--- src/rtl/tra_pkg.sv ---
// ----------------------------------------------------------------------------
// tra_pkg
// shared types and constants for the temp region allocator
// ----------------------------------------------------------------------------
package tra_pkg;

  localparam int unsigned OFF_W    = 20;
  localparam int unsigned SIZE_W   = 20;
  localparam int unsigned STATUS_W = 3;
  localparam int unsigned LIVE_W   = 7;

  // region size and default table depth
  localparam logic [21:0] REGION_BYTES   = 22'hFC000;
  localparam int unsigned MAX_BLOCKS_DEF = 64;

  // allocation granule minus one
  localparam logic [20:0] ALIGN_MASK = 21'h7;

  typedef enum logic [STATUS_W-1:0] {
    ST_OK         = 3'd0,
    ST_NO_SPACE   = 3'd1,
    ST_TABLE_FULL = 3'd2,
    ST_OUTSIDE    = 3'd3,
    ST_NOT_FOUND  = 3'd4
  } status_t;

  localparam logic ACT_ALLOC = 1'b0;
  localparam logic ACT_FREE  = 1'b1;

  typedef enum logic [2:0] {
    S_IDLE,
    S_DECODE,
    S_SCAN,
    S_FLUSH,
    S_FINAL,
    S_EMIT
  } state_t;

  // controller to datapath
  typedef struct packed {
    logic load;
    logic decode;
    logic scan_rd;
    logic commit;
    logic emit;
  } ctrl_cmd_t;

  // datapath to controller
  typedef struct packed {
    logic is_free;
    logic outside;
    logic empty;
    logic last_rd;
    logic out_free;
  } dp_stat_t;

endpackage

--- src/rtl/tra_req_if.sv ---
// ----------------------------------------------------------------------------
// tra_req_if
// request channel: allocate or free word with valid/ready handshake
// ----------------------------------------------------------------------------
interface tra_req_if;
  import tra_pkg::*;

  logic              valid;
  logic              ready;
  logic              action;
  logic [SIZE_W-1:0] alloc_size;
  logic [OFF_W-1:0]  free_offset;

  modport source (output valid, action, alloc_size, free_offset, input ready);
  modport sink   (input valid, action, alloc_size, free_offset, output ready);
endinterface

--- src/rtl/tra_rsp_if.sv ---
// ----------------------------------------------------------------------------
// tra_rsp_if
// result channel: one word per request with valid/ready handshake
// ----------------------------------------------------------------------------
interface tra_rsp_if;
  import tra_pkg::*;

  logic                valid;
  logic                ready;
  logic [OFF_W-1:0]    block_offset;
  logic [STATUS_W-1:0] status;
  logic [OFF_W-1:0]    used_bytes;
  logic [LIVE_W-1:0]   live_blocks;
  logic                all_free;

  modport source (output valid, block_offset, status, used_bytes, live_blocks, all_free,
                  input ready);
  modport sink   (input valid, block_offset, status, used_bytes, live_blocks, all_free,
                  output ready);
endinterface

--- src/rtl/temp_region_allocator_top.sv ---
// ----------------------------------------------------------------------------
// temp_region_allocator_top
// stack-style allocator over a fixed region with out-of-order free
//
// Hands out blocks downward from the top of a 0xFC000-byte region; sizes are
// rounded up to 8 bytes and each live block leaves its top mark in an on-chip
// table of MAX_BLOCKS entries. One request word is taken at a time and gives
// exactly one result word. An allocate, a free outside the region or a free
// while the table is empty goes from decode straight to the result hand-off.
// Any other free scans the mark table once through its single read port, one
// entry per cycle, moving survivors down and tracking the highest remaining
// mark. A new request can be taken once the previous result is loaded into
// the output register, even while that result still waits for the sink. No
// clearing pass follows reset; table entries beyond the live count are never
// read.
// ----------------------------------------------------------------------------
module temp_region_allocator_top #(
  parameter int unsigned MAX_BLOCKS = tra_pkg::MAX_BLOCKS_DEF
) (
  input  logic       clk,
  input  logic       rst,
  tra_req_if.sink    req,
  tra_rsp_if.source  rsp
);
  import tra_pkg::*;

  ctrl_cmd_t cmd;
  dp_stat_t  stat;
  logic      in_ready;

  // request handshake is owned by the controller
  assign req.ready = in_ready;

  tra_ctrl u_ctrl (
    .clk      (clk),
    .rst      (rst),
    .in_valid (req.valid),
    .in_ready (in_ready),
    .stat     (stat),
    .cmd      (cmd)
  );

  // state, mark table and result register
  tra_dp #(
    .MAX_BLOCKS (MAX_BLOCKS)
  ) u_dp (
    .clk              (clk),
    .rst              (rst),
    .cmd              (cmd),
    .stat             (stat),
    .in_action        (req.action),
    .in_alloc_size    (req.alloc_size),
    .in_free_offset   (req.free_offset),
    .out_valid        (rsp.valid),
    .out_ready        (rsp.ready),
    .out_block_offset (rsp.block_offset),
    .out_status       (rsp.status),
    .out_used_bytes   (rsp.used_bytes),
    .out_live_blocks  (rsp.live_blocks),
    .out_all_free     (rsp.all_free)
  );

endmodule

--- src/rtl/tra_ctrl.sv ---
// ----------------------------------------------------------------------------
// tra_ctrl
// sequencing of decode, table scan, commit and result hand-off
// ----------------------------------------------------------------------------
module tra_ctrl (
  input  logic                clk,
  input  logic                rst,
  input  logic                in_valid,
  output logic                in_ready,
  input  tra_pkg::dp_stat_t   stat,
  output tra_pkg::ctrl_cmd_t  cmd
);
  import tra_pkg::*;

  state_t state;
  state_t state_next;

  always_ff @(posedge clk) begin
    if (rst) begin
      state <= S_IDLE;
    end else begin
      state <= state_next;
    end
  end

  always_comb begin
    state_next = state;
    case (state)
      S_IDLE: begin
        if (in_valid) state_next = S_DECODE;
      end
      S_DECODE: begin
        if (stat.is_free && !stat.outside && !stat.empty) state_next = S_SCAN;
        else                                             state_next = S_EMIT;
      end
      S_SCAN: begin
        if (stat.last_rd) state_next = S_FLUSH;
      end
      S_FLUSH: state_next = S_FINAL;
      S_FINAL: state_next = S_EMIT;
      S_EMIT: begin
        if (stat.out_free) state_next = S_IDLE;
      end
      default: state_next = S_IDLE;
    endcase
  end

  always_comb begin
    in_ready    = 1'b0;
    cmd         = '0;
    case (state)
      S_IDLE: begin
        in_ready = 1'b1;
        cmd.load = in_valid;
      end
      S_DECODE: cmd.decode  = 1'b1;
      S_SCAN:   cmd.scan_rd = 1'b1;
      S_FLUSH:  ;
      S_FINAL:  cmd.commit  = 1'b1;
      S_EMIT:   cmd.emit    = stat.out_free;
      default:  ;
    endcase
  end

endmodule

--- src/rtl/tra_dp.sv ---
// ----------------------------------------------------------------------------
// tra_dp
// allocator state, mark table memory, compacting scan and result register
// ----------------------------------------------------------------------------
module tra_dp #(
  parameter int unsigned MAX_BLOCKS = tra_pkg::MAX_BLOCKS_DEF
) (
  input  logic                          clk,
  input  logic                          rst,
  input  tra_pkg::ctrl_cmd_t            cmd,
  output tra_pkg::dp_stat_t             stat,
  input  logic                          in_action,
  input  logic [tra_pkg::SIZE_W-1:0]    in_alloc_size,
  input  logic [tra_pkg::OFF_W-1:0]     in_free_offset,
  output logic                          out_valid,
  input  logic                          out_ready,
  output logic [tra_pkg::OFF_W-1:0]     out_block_offset,
  output logic [tra_pkg::STATUS_W-1:0]  out_status,
  output logic [tra_pkg::OFF_W-1:0]     out_used_bytes,
  output logic [tra_pkg::LIVE_W-1:0]    out_live_blocks,
  output logic                          out_all_free
);
  import tra_pkg::*;

  localparam int unsigned AW = (MAX_BLOCKS > 1) ? $clog2(MAX_BLOCKS) : 1;
  localparam int unsigned EW = $clog2(MAX_BLOCKS + 1);
  localparam logic [EW-1:0] MAX_CNT = EW'(MAX_BLOCKS);

  // latched request
  logic              act;
  logic [SIZE_W-1:0] size;
  logic [OFF_W-1:0]  off;

  // allocator state
  logic [OFF_W-1:0] used_count;
  logic [EW-1:0]    entry_count;
  logic [OFF_W-1:0] mark_table [MAX_BLOCKS];

  // per-item result
  logic [OFF_W-1:0] boff;
  status_t          status;

  // scan
  logic [OFF_W-1:0] mark;
  logic [EW-1:0]    rd_idx;
  logic [EW-1:0]    kept;
  logic [OFF_W-1:0] top;
  logic             hit;
  logic             proc_vld;
  logic [OFF_W-1:0] mem_q;

  // output register
  logic [OFF_W-1:0]    q_boff;
  logic [STATUS_W-1:0] q_status;
  logic [OFF_W-1:0]    q_used;
  logic [LIVE_W-1:0]   q_live;
  logic                q_all_free;

  logic [20:0]      rounded;
  logic [21:0]      total;
  logic             no_space;
  logic             full;
  logic             outside;
  logic             match;
  logic             mem_we;
  logic [AW-1:0]    mem_waddr;
  logic [OFF_W-1:0] mem_wdata;
  logic [EW+LIVE_W-1:0] live_ext;

  assign rounded  = ({1'b0, size} + ALIGN_MASK) & ~ALIGN_MASK;
  assign total    = {2'b00, used_count} + {1'b0, rounded};
  assign no_space = total >= REGION_BYTES;
  assign full     = entry_count >= MAX_CNT;
  assign outside  = {2'b00, off} > REGION_BYTES;
  assign match    = mem_q == mark;
  assign live_ext = {{LIVE_W{1'b0}}, entry_count};

  assign stat.is_free  = act == ACT_FREE;
  assign stat.outside  = outside;
  assign stat.empty    = entry_count == '0;
  assign stat.last_rd  = ({1'b0, rd_idx} + 1'b1) == {1'b0, entry_count};
  assign stat.out_free = !out_valid || out_ready;

  // single write port: alloc append or compaction move, never both
  always_comb begin
    mem_we    = 1'b0;
    mem_waddr = entry_count[AW-1:0];
    mem_wdata = total[OFF_W-1:0];
    if (cmd.decode && act == ACT_ALLOC && !no_space && !full) begin
      mem_we = 1'b1;
    end else if (proc_vld && !match) begin
      mem_we    = 1'b1;
      mem_waddr = kept[AW-1:0];
      mem_wdata = mem_q;
    end
  end

  always_ff @(posedge clk) begin
    if (mem_we) mark_table[mem_waddr] <= mem_wdata;
    if (cmd.scan_rd) mem_q <= mark_table[rd_idx[AW-1:0]];
  end

  always_ff @(posedge clk) begin
    if (cmd.load) begin
      act  <= in_action;
      size <= in_alloc_size;
      off  <= in_free_offset;
    end
  end

  always_ff @(posedge clk) begin
    if (rst) begin
      used_count  <= '0;
      entry_count <= '0;
      proc_vld    <= 1'b0;
      out_valid   <= 1'b0;
    end else begin
      proc_vld <= cmd.scan_rd;
      if (cmd.decode && act == ACT_ALLOC && !no_space && !full) begin
        used_count  <= total[OFF_W-1:0];
        entry_count <= entry_count + 1'b1;
      end
      if (cmd.commit && hit) begin
        used_count  <= top;
        entry_count <= kept;
      end
      if (cmd.emit)      out_valid <= 1'b1;
      else if (out_ready) out_valid <= 1'b0;
    end
  end

  // decode, scan bookkeeping and commit status
  always_ff @(posedge clk) begin
    if (cmd.decode) begin
      boff   <= (act == ACT_ALLOC && !no_space && !full) ?
                (REGION_BYTES[OFF_W-1:0] - total[OFF_W-1:0]) : '0;
      rd_idx <= '0;
      kept   <= '0;
      top    <= '0;
      hit    <= 1'b0;
      mark   <= REGION_BYTES[OFF_W-1:0] - off;
      if (act == ACT_ALLOC) begin
        if (no_space) begin
          status <= ST_NO_SPACE;
        end else if (full) begin
          status <= ST_TABLE_FULL;
        end else begin
          status <= ST_OK;
        end
      end else if (outside) begin
        status <= ST_OUTSIDE;
      end else begin
        status <= ST_NOT_FOUND;
      end
    end
    if (cmd.scan_rd) rd_idx <= rd_idx + 1'b1;
    if (proc_vld) begin
      if (match) begin
        hit <= 1'b1;
      end else begin
        kept <= kept + 1'b1;
        if (mem_q > top) top <= mem_q;
      end
    end
    if (cmd.commit) begin
      status <= hit ? ST_OK : ST_NOT_FOUND;
    end
  end

  always_ff @(posedge clk) begin
    if (cmd.emit) begin
      q_boff     <= boff;
      q_status   <= status;
      q_used     <= used_count;
      q_live     <= live_ext[LIVE_W-1:0];
      q_all_free <= used_count == '0;
    end
  end

  assign out_block_offset = q_boff;
  assign out_status       = q_status;
  assign out_used_bytes   = q_used;
  assign out_live_blocks  = q_live;
  assign out_all_free     = q_all_free;

endmodule
--- src/flat_wrapper.sv ---
// flat-port wrapper written by rule: the top's interface ports become plain ports
module temp_region_allocator_top_flat import tra_pkg::*;
#(
  parameter int unsigned MAX_BLOCKS = tra_pkg::MAX_BLOCKS_DEF
)
  (clk, rst, req_valid, req_action, req_alloc_size, req_free_offset, req_ready, rsp_valid, rsp_block_offset, rsp_status, rsp_used_bytes, rsp_live_blocks, rsp_all_free, rsp_ready);
  tra_req_if req_i ();
  tra_rsp_if rsp_i ();
  input  logic clk;
  input  logic rst;
  input wire logic [$bits(req_i.valid)-1:0] req_valid;
  input wire logic [$bits(req_i.action)-1:0] req_action;
  input wire logic [$bits(req_i.alloc_size)-1:0] req_alloc_size;
  input wire logic [$bits(req_i.free_offset)-1:0] req_free_offset;
  output wire logic [$bits(req_i.ready)-1:0] req_ready;
  output wire logic [$bits(rsp_i.valid)-1:0] rsp_valid;
  output wire logic [$bits(rsp_i.block_offset)-1:0] rsp_block_offset;
  output wire logic [$bits(rsp_i.status)-1:0] rsp_status;
  output wire logic [$bits(rsp_i.used_bytes)-1:0] rsp_used_bytes;
  output wire logic [$bits(rsp_i.live_blocks)-1:0] rsp_live_blocks;
  output wire logic [$bits(rsp_i.all_free)-1:0] rsp_all_free;
  input wire logic [$bits(rsp_i.ready)-1:0] rsp_ready;
  assign req_i.valid = req_valid;
  assign req_i.action = req_action;
  assign req_i.alloc_size = req_alloc_size;
  assign req_i.free_offset = req_free_offset;
  assign req_ready = req_i.ready;
  assign rsp_valid = rsp_i.valid;
  assign rsp_block_offset = rsp_i.block_offset;
  assign rsp_status = rsp_i.status;
  assign rsp_used_bytes = rsp_i.used_bytes;
  assign rsp_live_blocks = rsp_i.live_blocks;
  assign rsp_all_free = rsp_i.all_free;
  assign rsp_i.ready = rsp_ready;
  temp_region_allocator_top #(.MAX_BLOCKS(MAX_BLOCKS)) u_core (.clk(clk), .rst(rst), .req(req_i), .rsp(rsp_i));
endmodule
--- config.mk ---
export PLATFORM = sky130hd
export DESIGN_NAME = temp_region_allocator_top_flat
export DESIGN_NICKNAME = d
export VERILOG_FILES = /design/src/rtl/tra_pkg.sv /design/src/rtl/tra_req_if.sv /design/src/rtl/tra_rsp_if.sv /design/src/rtl/temp_region_allocator_top.sv /design/src/rtl/tra_ctrl.sv /design/src/rtl/tra_dp.sv /design/src/flat_wrapper.sv
export SDC_FILE = /design/constraint.sdc
export NUM_CORES = 2
export LEC_CHECK = 0
export BUFFER_PORTS_ARGS = -buffer_cell sky130_fd_sc_hd__buf_2
export CAP_MARGIN = 20
export CORE_ASPECT_RATIO = 0.8
export CORE_MARGIN = 2
export CORE_UTILIZATION = 62
export CTS_CLUSTER_SIZE = 12
export DETAILED_ROUTE_END_ITERATION = 8
export PLACE_DENSITY = 0.79
export SLEW_MARGIN = 5
export SYNTH_ARGS = -nofsm -noshare
export SYNTH_HDL_FRONTEND = slang
export SYNTH_SLANG_ARGS = --single-unit
--- constraint.sdc ---
create_clock -name clk -period 15.2 [get_ports clk]
set_input_delay 1.52 -clock clk [delete_from_list [all_inputs] [get_ports clk]]
set_output_delay 1.52 -clock clk [all_outputs]
set_load 0.05 [all_outputs]
==> impl_results.rst <==
.. list-table::
   :header-rows: 1

   * - Metric
     - Value
   * - Most used flip-flop cell after synthesis
     - sky130_fd_sc_hd__edfxtp_1
   * - Minimum setup slack in the final design
     - 8261 ps
   * - Overall global routing resource usage
     - 31.40%
   * - Run status
     - completed
   * - Count of flip-flops with a built-in enable after synthesis
     - 1442
   * - Power density over cell area
     - 145.4 nW/um^2
   * - H-tree Lvls
     - 4
   * - Global-route wire length before repair
     - 217.2 mm
   * - Total wirelength of the detailed-routed design
     - 156.7 mm
   * - Number of distinct library cell variants in the gate-level netlist after synthesis
     - 70
   * - Synthesized Nets
     - 2967
   * - Synthesized cell area
     - 59750 um^2
   * - Static power due to leakage
     - 21.06 nW
   * - Worst-path clk slew
     - 60 ps
   * - Final weighted congestion in routability-driven placement
     - 0.9234
   * - Achievable Freq
     - 144.1 MHz
   * - Placed Area
     - 62030 um^2
   * - Width of the die
     - 351.1 um
   * - Relative contribution of the clock network to total power
     - 34.1%
   * - Maximum vdd ir drop
     - 0.1374 mV
   * - Pin count of the biggest net entering global routing
     - 132
   * - Path class of the lowest-slack min-delay path
     - flip-flop to flip-flop
   * - Number of antenna violations at the first check in global routing
     - 9
   * - Int Pwr
     - 7.199 mW
   * - Warnings, synthesis
     - 0
   * - Area Overhead vs Synth
     - 12.18%
   * - Final setup violation count
     - 0
   * - HPWL after detailed placement
     - 88.44 mm
   * - Worst-Skew Late Latency
     - 800 ps
   * - DRC
     - 0
   * - Max-cap violation count
     - 0
   * - RSZ-0062 raised after global routing
     - false
   * - Sequential share of power
     - 50.9%
   * - Sort of element at the end of the critical path
     - flip-flop
   * - Share of the clock period used by the worst path
     - 45.65%
   * - Post-route non-filler standard cell count
     - 4426
   * - NumNets Final
     - 3174
   * - Switching share of total power
     - 26.14%
   * - Vias per std cell
     - 7.095
   * - Filler cell count in the final layout
     - 5411
   * - Final critical delay including setup and external delays
     - 6939 ps
   * - Standard cell core area
     - 95160 um^2
   * - Sum of negative setup slack
     - 0 ps
   * - Postcts setup bufs
     - 0
   * - 1st-iter DRT viols
     - 4971
   * - Starting Density
     - 62.79%
   * - Buffer depth of the longest clock path
     - 3
   * - Number of global-route vias before repair
     - 30390
   * - TritonCTS Buffers
     - 147
   * - Number of rows in the core area
     - 101
   * - Summed area of non-filler cells in the final layout
     - 67020 um^2
   * - Count of input and output buffers
     - 97
   * - Fraction of registers with async set/reset
     - 0%
   * - Number of instances resized during post-cts repair
     - 0
   * - Category of the worst setup path launch point
     - flip-flop
   * - Worst Max-Slew Pin Slew
     - 1173 ps
   * - Net switching power figure
     - 2.548 mW
   * - Power share of the combinational group
     - 15.0%
   * - Sink Count
     - 1502
   * - Classification of the worst setup path
     - flip-flop to flip-flop
   * - Drt wl/cell
     - 35.41 um
   * - Gate Count Post-Synth
     - 2877
   * - Pre-CTS setup slack
     - 8239 ps
   * - Antenna Violating Nets Remaining
     - 0
   * - Overall power
     - 9.747 mW
   * - Fraction of final layout cells sized beyond drive strength 1
     - 28.91%
   * - Average cell area after synthesis
     - 20.77 um^2
   * - Tightest slew margin relative to the limit
     - 21.52%
   * - Synth Register Bits
     - 1502
   * - Die height
     - 281.7 um
   * - Die Footprint
     - 98880 um^2
   * - Final count of pins violating max slew
     - 0
   * - Hold-fix buffer count after cts
     - 0
   * - Clock tree from TritonCTS
     - done
   * - Setup Skew
     - 38.62 ps
   * - Maximum fanout along the worst path
     - 49
   * - Root cell of the clock tree
     - sky130_fd_sc_hd__clkbuf_16
   * - Sequential area share after synthesis
     - 74.48%
   * - Critical path data required time
     - 15570 ps
   * - Number of optimization iterations in the first detailed-route pass
     - 6
   * - Number of hold violations in the final report
     - 0
   * - # placed instances
     - 4171
   * - Global route overflow
     - 0
   * - Number of top-level design ports
     - 98
   * - Data arrival, critical path
     - 7310 ps
   * - Via total after detailed routing
     - 31400
## per-layer routing
| layer | up-vias | GRT usage [%] | routed length, um |
|---|---|---|---|
| met3 | 350 | 8.834 | 20330 |
| met5 | - | 0 | 51 |
| met4 | 8 | 11.36 | 5980 |
| met2 | 2479 | 46.71 | 73870 |
| li1 | 12320 | - | - |
| met1 | 16250 | 45.40 | 56490 |
## through the flow
stage | util [%] | hold WS [ps]
after detailed placement | 65.18 | 404.5
after global routing | 70.43 | 431.0
after CTS | 69.55 | 420.8
final | 70.43 | 420.7
after floorplan | - | 400.3
after global placement | 65.18 | 405.6
## synthesized netlist by cell type, drive strengths merged, types with 4 or more instances
library cell  count  area (um^2)
a211oi            6        50.05
a21o             14        105.1
a21oi            48        240.2
a22o             20        175.2
a22oi            18        135.1
a2bb2oi           4        47.55
a31oi            12        87.58
and2              7        43.79
and3             10        62.56
and4              9        81.33
buf              44        197.7
clkbuf          106        397.9
dfxtp            60         1201
edfxtp         1442        43300
ha               44        550.5
inv              41        153.9
mux2             16        180.2
mux2i             9        90.09
mux4            420         9459
nand2            75        281.5
nand2b           13        81.33
nand3            39        195.2
nand3b            5        37.54
nand4            17        106.4
nor2            133        499.2
nor2b            11        68.82
nor3             33        176.4
nor3b             7        52.55
nor4             16        115.1
o21a              8        60.06
o21ai            32        160.2
o31a              4        35.03
o31ai             5        37.54
or3              11        68.82
or4               6        45.04
xnor2            51        446.7
xor2             38        332.8
## path summary, 6_finish.rpt
path | start | to | slack, ps | depth (start not counted)
worst min-delay path | u_core.u_dp.boff[11] | u_core.u_dp.out_block_offset[11] | 420 | 0
worst max register to register | u_core.u_dp.size[3] | u_core.u_dp.mark_table[26][3] | 8260 | 18
worst max-delay path | u_core.u_dp.size[3] | u_core.u_dp.mark_table[26][3] | 8260 | 18
worst min register to register | u_core.u_dp.boff[11] | u_core.u_dp.out_block_offset[11] | 420 | 0
## power by group through the flow
stage	clock [mW]	combinational [mW]	sequential [mW]
floorplan	0	0.812	5.05
global placement	0	1.34	5.04
detailed placement	0	1.40	5.04
CTS	3.33	1.42	4.96
global route	3.50	1.52	4.96
finish	3.32	1.47	4.96
## cells by family (layout without fill, tap and decap cells)
group,Yosys count,after routing,synth area share (%)
other,0,2,0
xor gates and xnor gates,89,89,1.305
buffers and inverters,191,451,1.254
and+or+nand+nor,404,404,3.372
DFF,1502,1502,74.48
adders and majority gates,45,45,0.9549
muxes,445,445,16.28
AOI/OAI and AO/OA,201,201,2.345
## registers in the layout, indices dropped and copies added, names as in the netlist, 20 cells and up
signal and flops:
u_core.u_dp.boff 20, u_core.u_dp.mark 20, u_core.u_dp.used_count 20, u_core.u_dp.mem_q 20
u_core.u_dp.mark_table 1280, u_core.u_dp.out_block_offset 20, u_core.u_dp.size 20, u_core.u_dp.off 20
u_core.u_dp.top 20, u_core.u_dp.out_used_bytes 20
## cell usage in the layout, fill, tap and decap left out, drive strengths merged, types with 7 or more instances in the layout
cell type	count
nand2b	13
o21a	8
mux2	16
xor2	38
and4	9
nor4	16
and2	7
a21oi	48
nor2	133
a22oi	18
or3	11
ha	44
a31oi	12
o21ai	32
a22o	20
clkbuf	181
nand2	75
mux2i	9
dfxtp	60
nor2b	11
inv	45
nor3b	7
nand3	39
nor3	33
mux4	420
a21o	14
xnor2	51
nand4	17
and3	10
clkinv	15
edfxtp	1442
buf	208
## worst max-delay path, stage by stage, from the launching register on
cell and delay (ps):
sky130_fd_sc_hd__edfxtp_1 420, sky130_fd_sc_hd__nand3_1 130, sky130_fd_sc_hd__nor3b_1 520, sky130_fd_sc_hd__and3_1 360, sky130_fd_sc_hd__nand3_1 140, sky130_fd_sc_hd__nor2_1 210
sky130_fd_sc_hd__nand2_1 100, sky130_fd_sc_hd__xnor2_1 130, sky130_fd_sc_hd__ha_1 410, sky130_fd_sc_hd__a21oi_1 260, sky130_fd_sc_hd__o21ai_0 230, sky130_fd_sc_hd__o31a_1 360
sky130_fd_sc_hd__nor4_1 510, sky130_fd_sc_hd__nand4_1 330, sky130_fd_sc_hd__a31oi_4 230, sky130_fd_sc_hd__buf_4 660, sky130_fd_sc_hd__mux2i_1 340, sky130_fd_sc_hd__buf_4 280
sky130_fd_sc_hd__nor2_2 840
## layout make-up
| cell class | instances | area, um^2 | share of cell area, % |
|---|---|---|---|
| Clock inverter | 21 | 210.2 | 0.3136 |
| Tap cell | 1287 | 1610 | 2.403 |
| Sequential cell | 1502 | 44500 | 66.40 |
| Multi-Input combinational cell | 1184 | 14800 | 22.08 |
| Antenna cell | 2 | 5.005 | 0.007467 |
| Inverter | 41 | 153.9 | 0.2296 |
| Timing Repair Buffer | 208 | 1799 | 2.684 |
| Clock buffer | 181 | 3944 | 5.884 |
No activity file was read; power rests on OpenSTA's default activity.
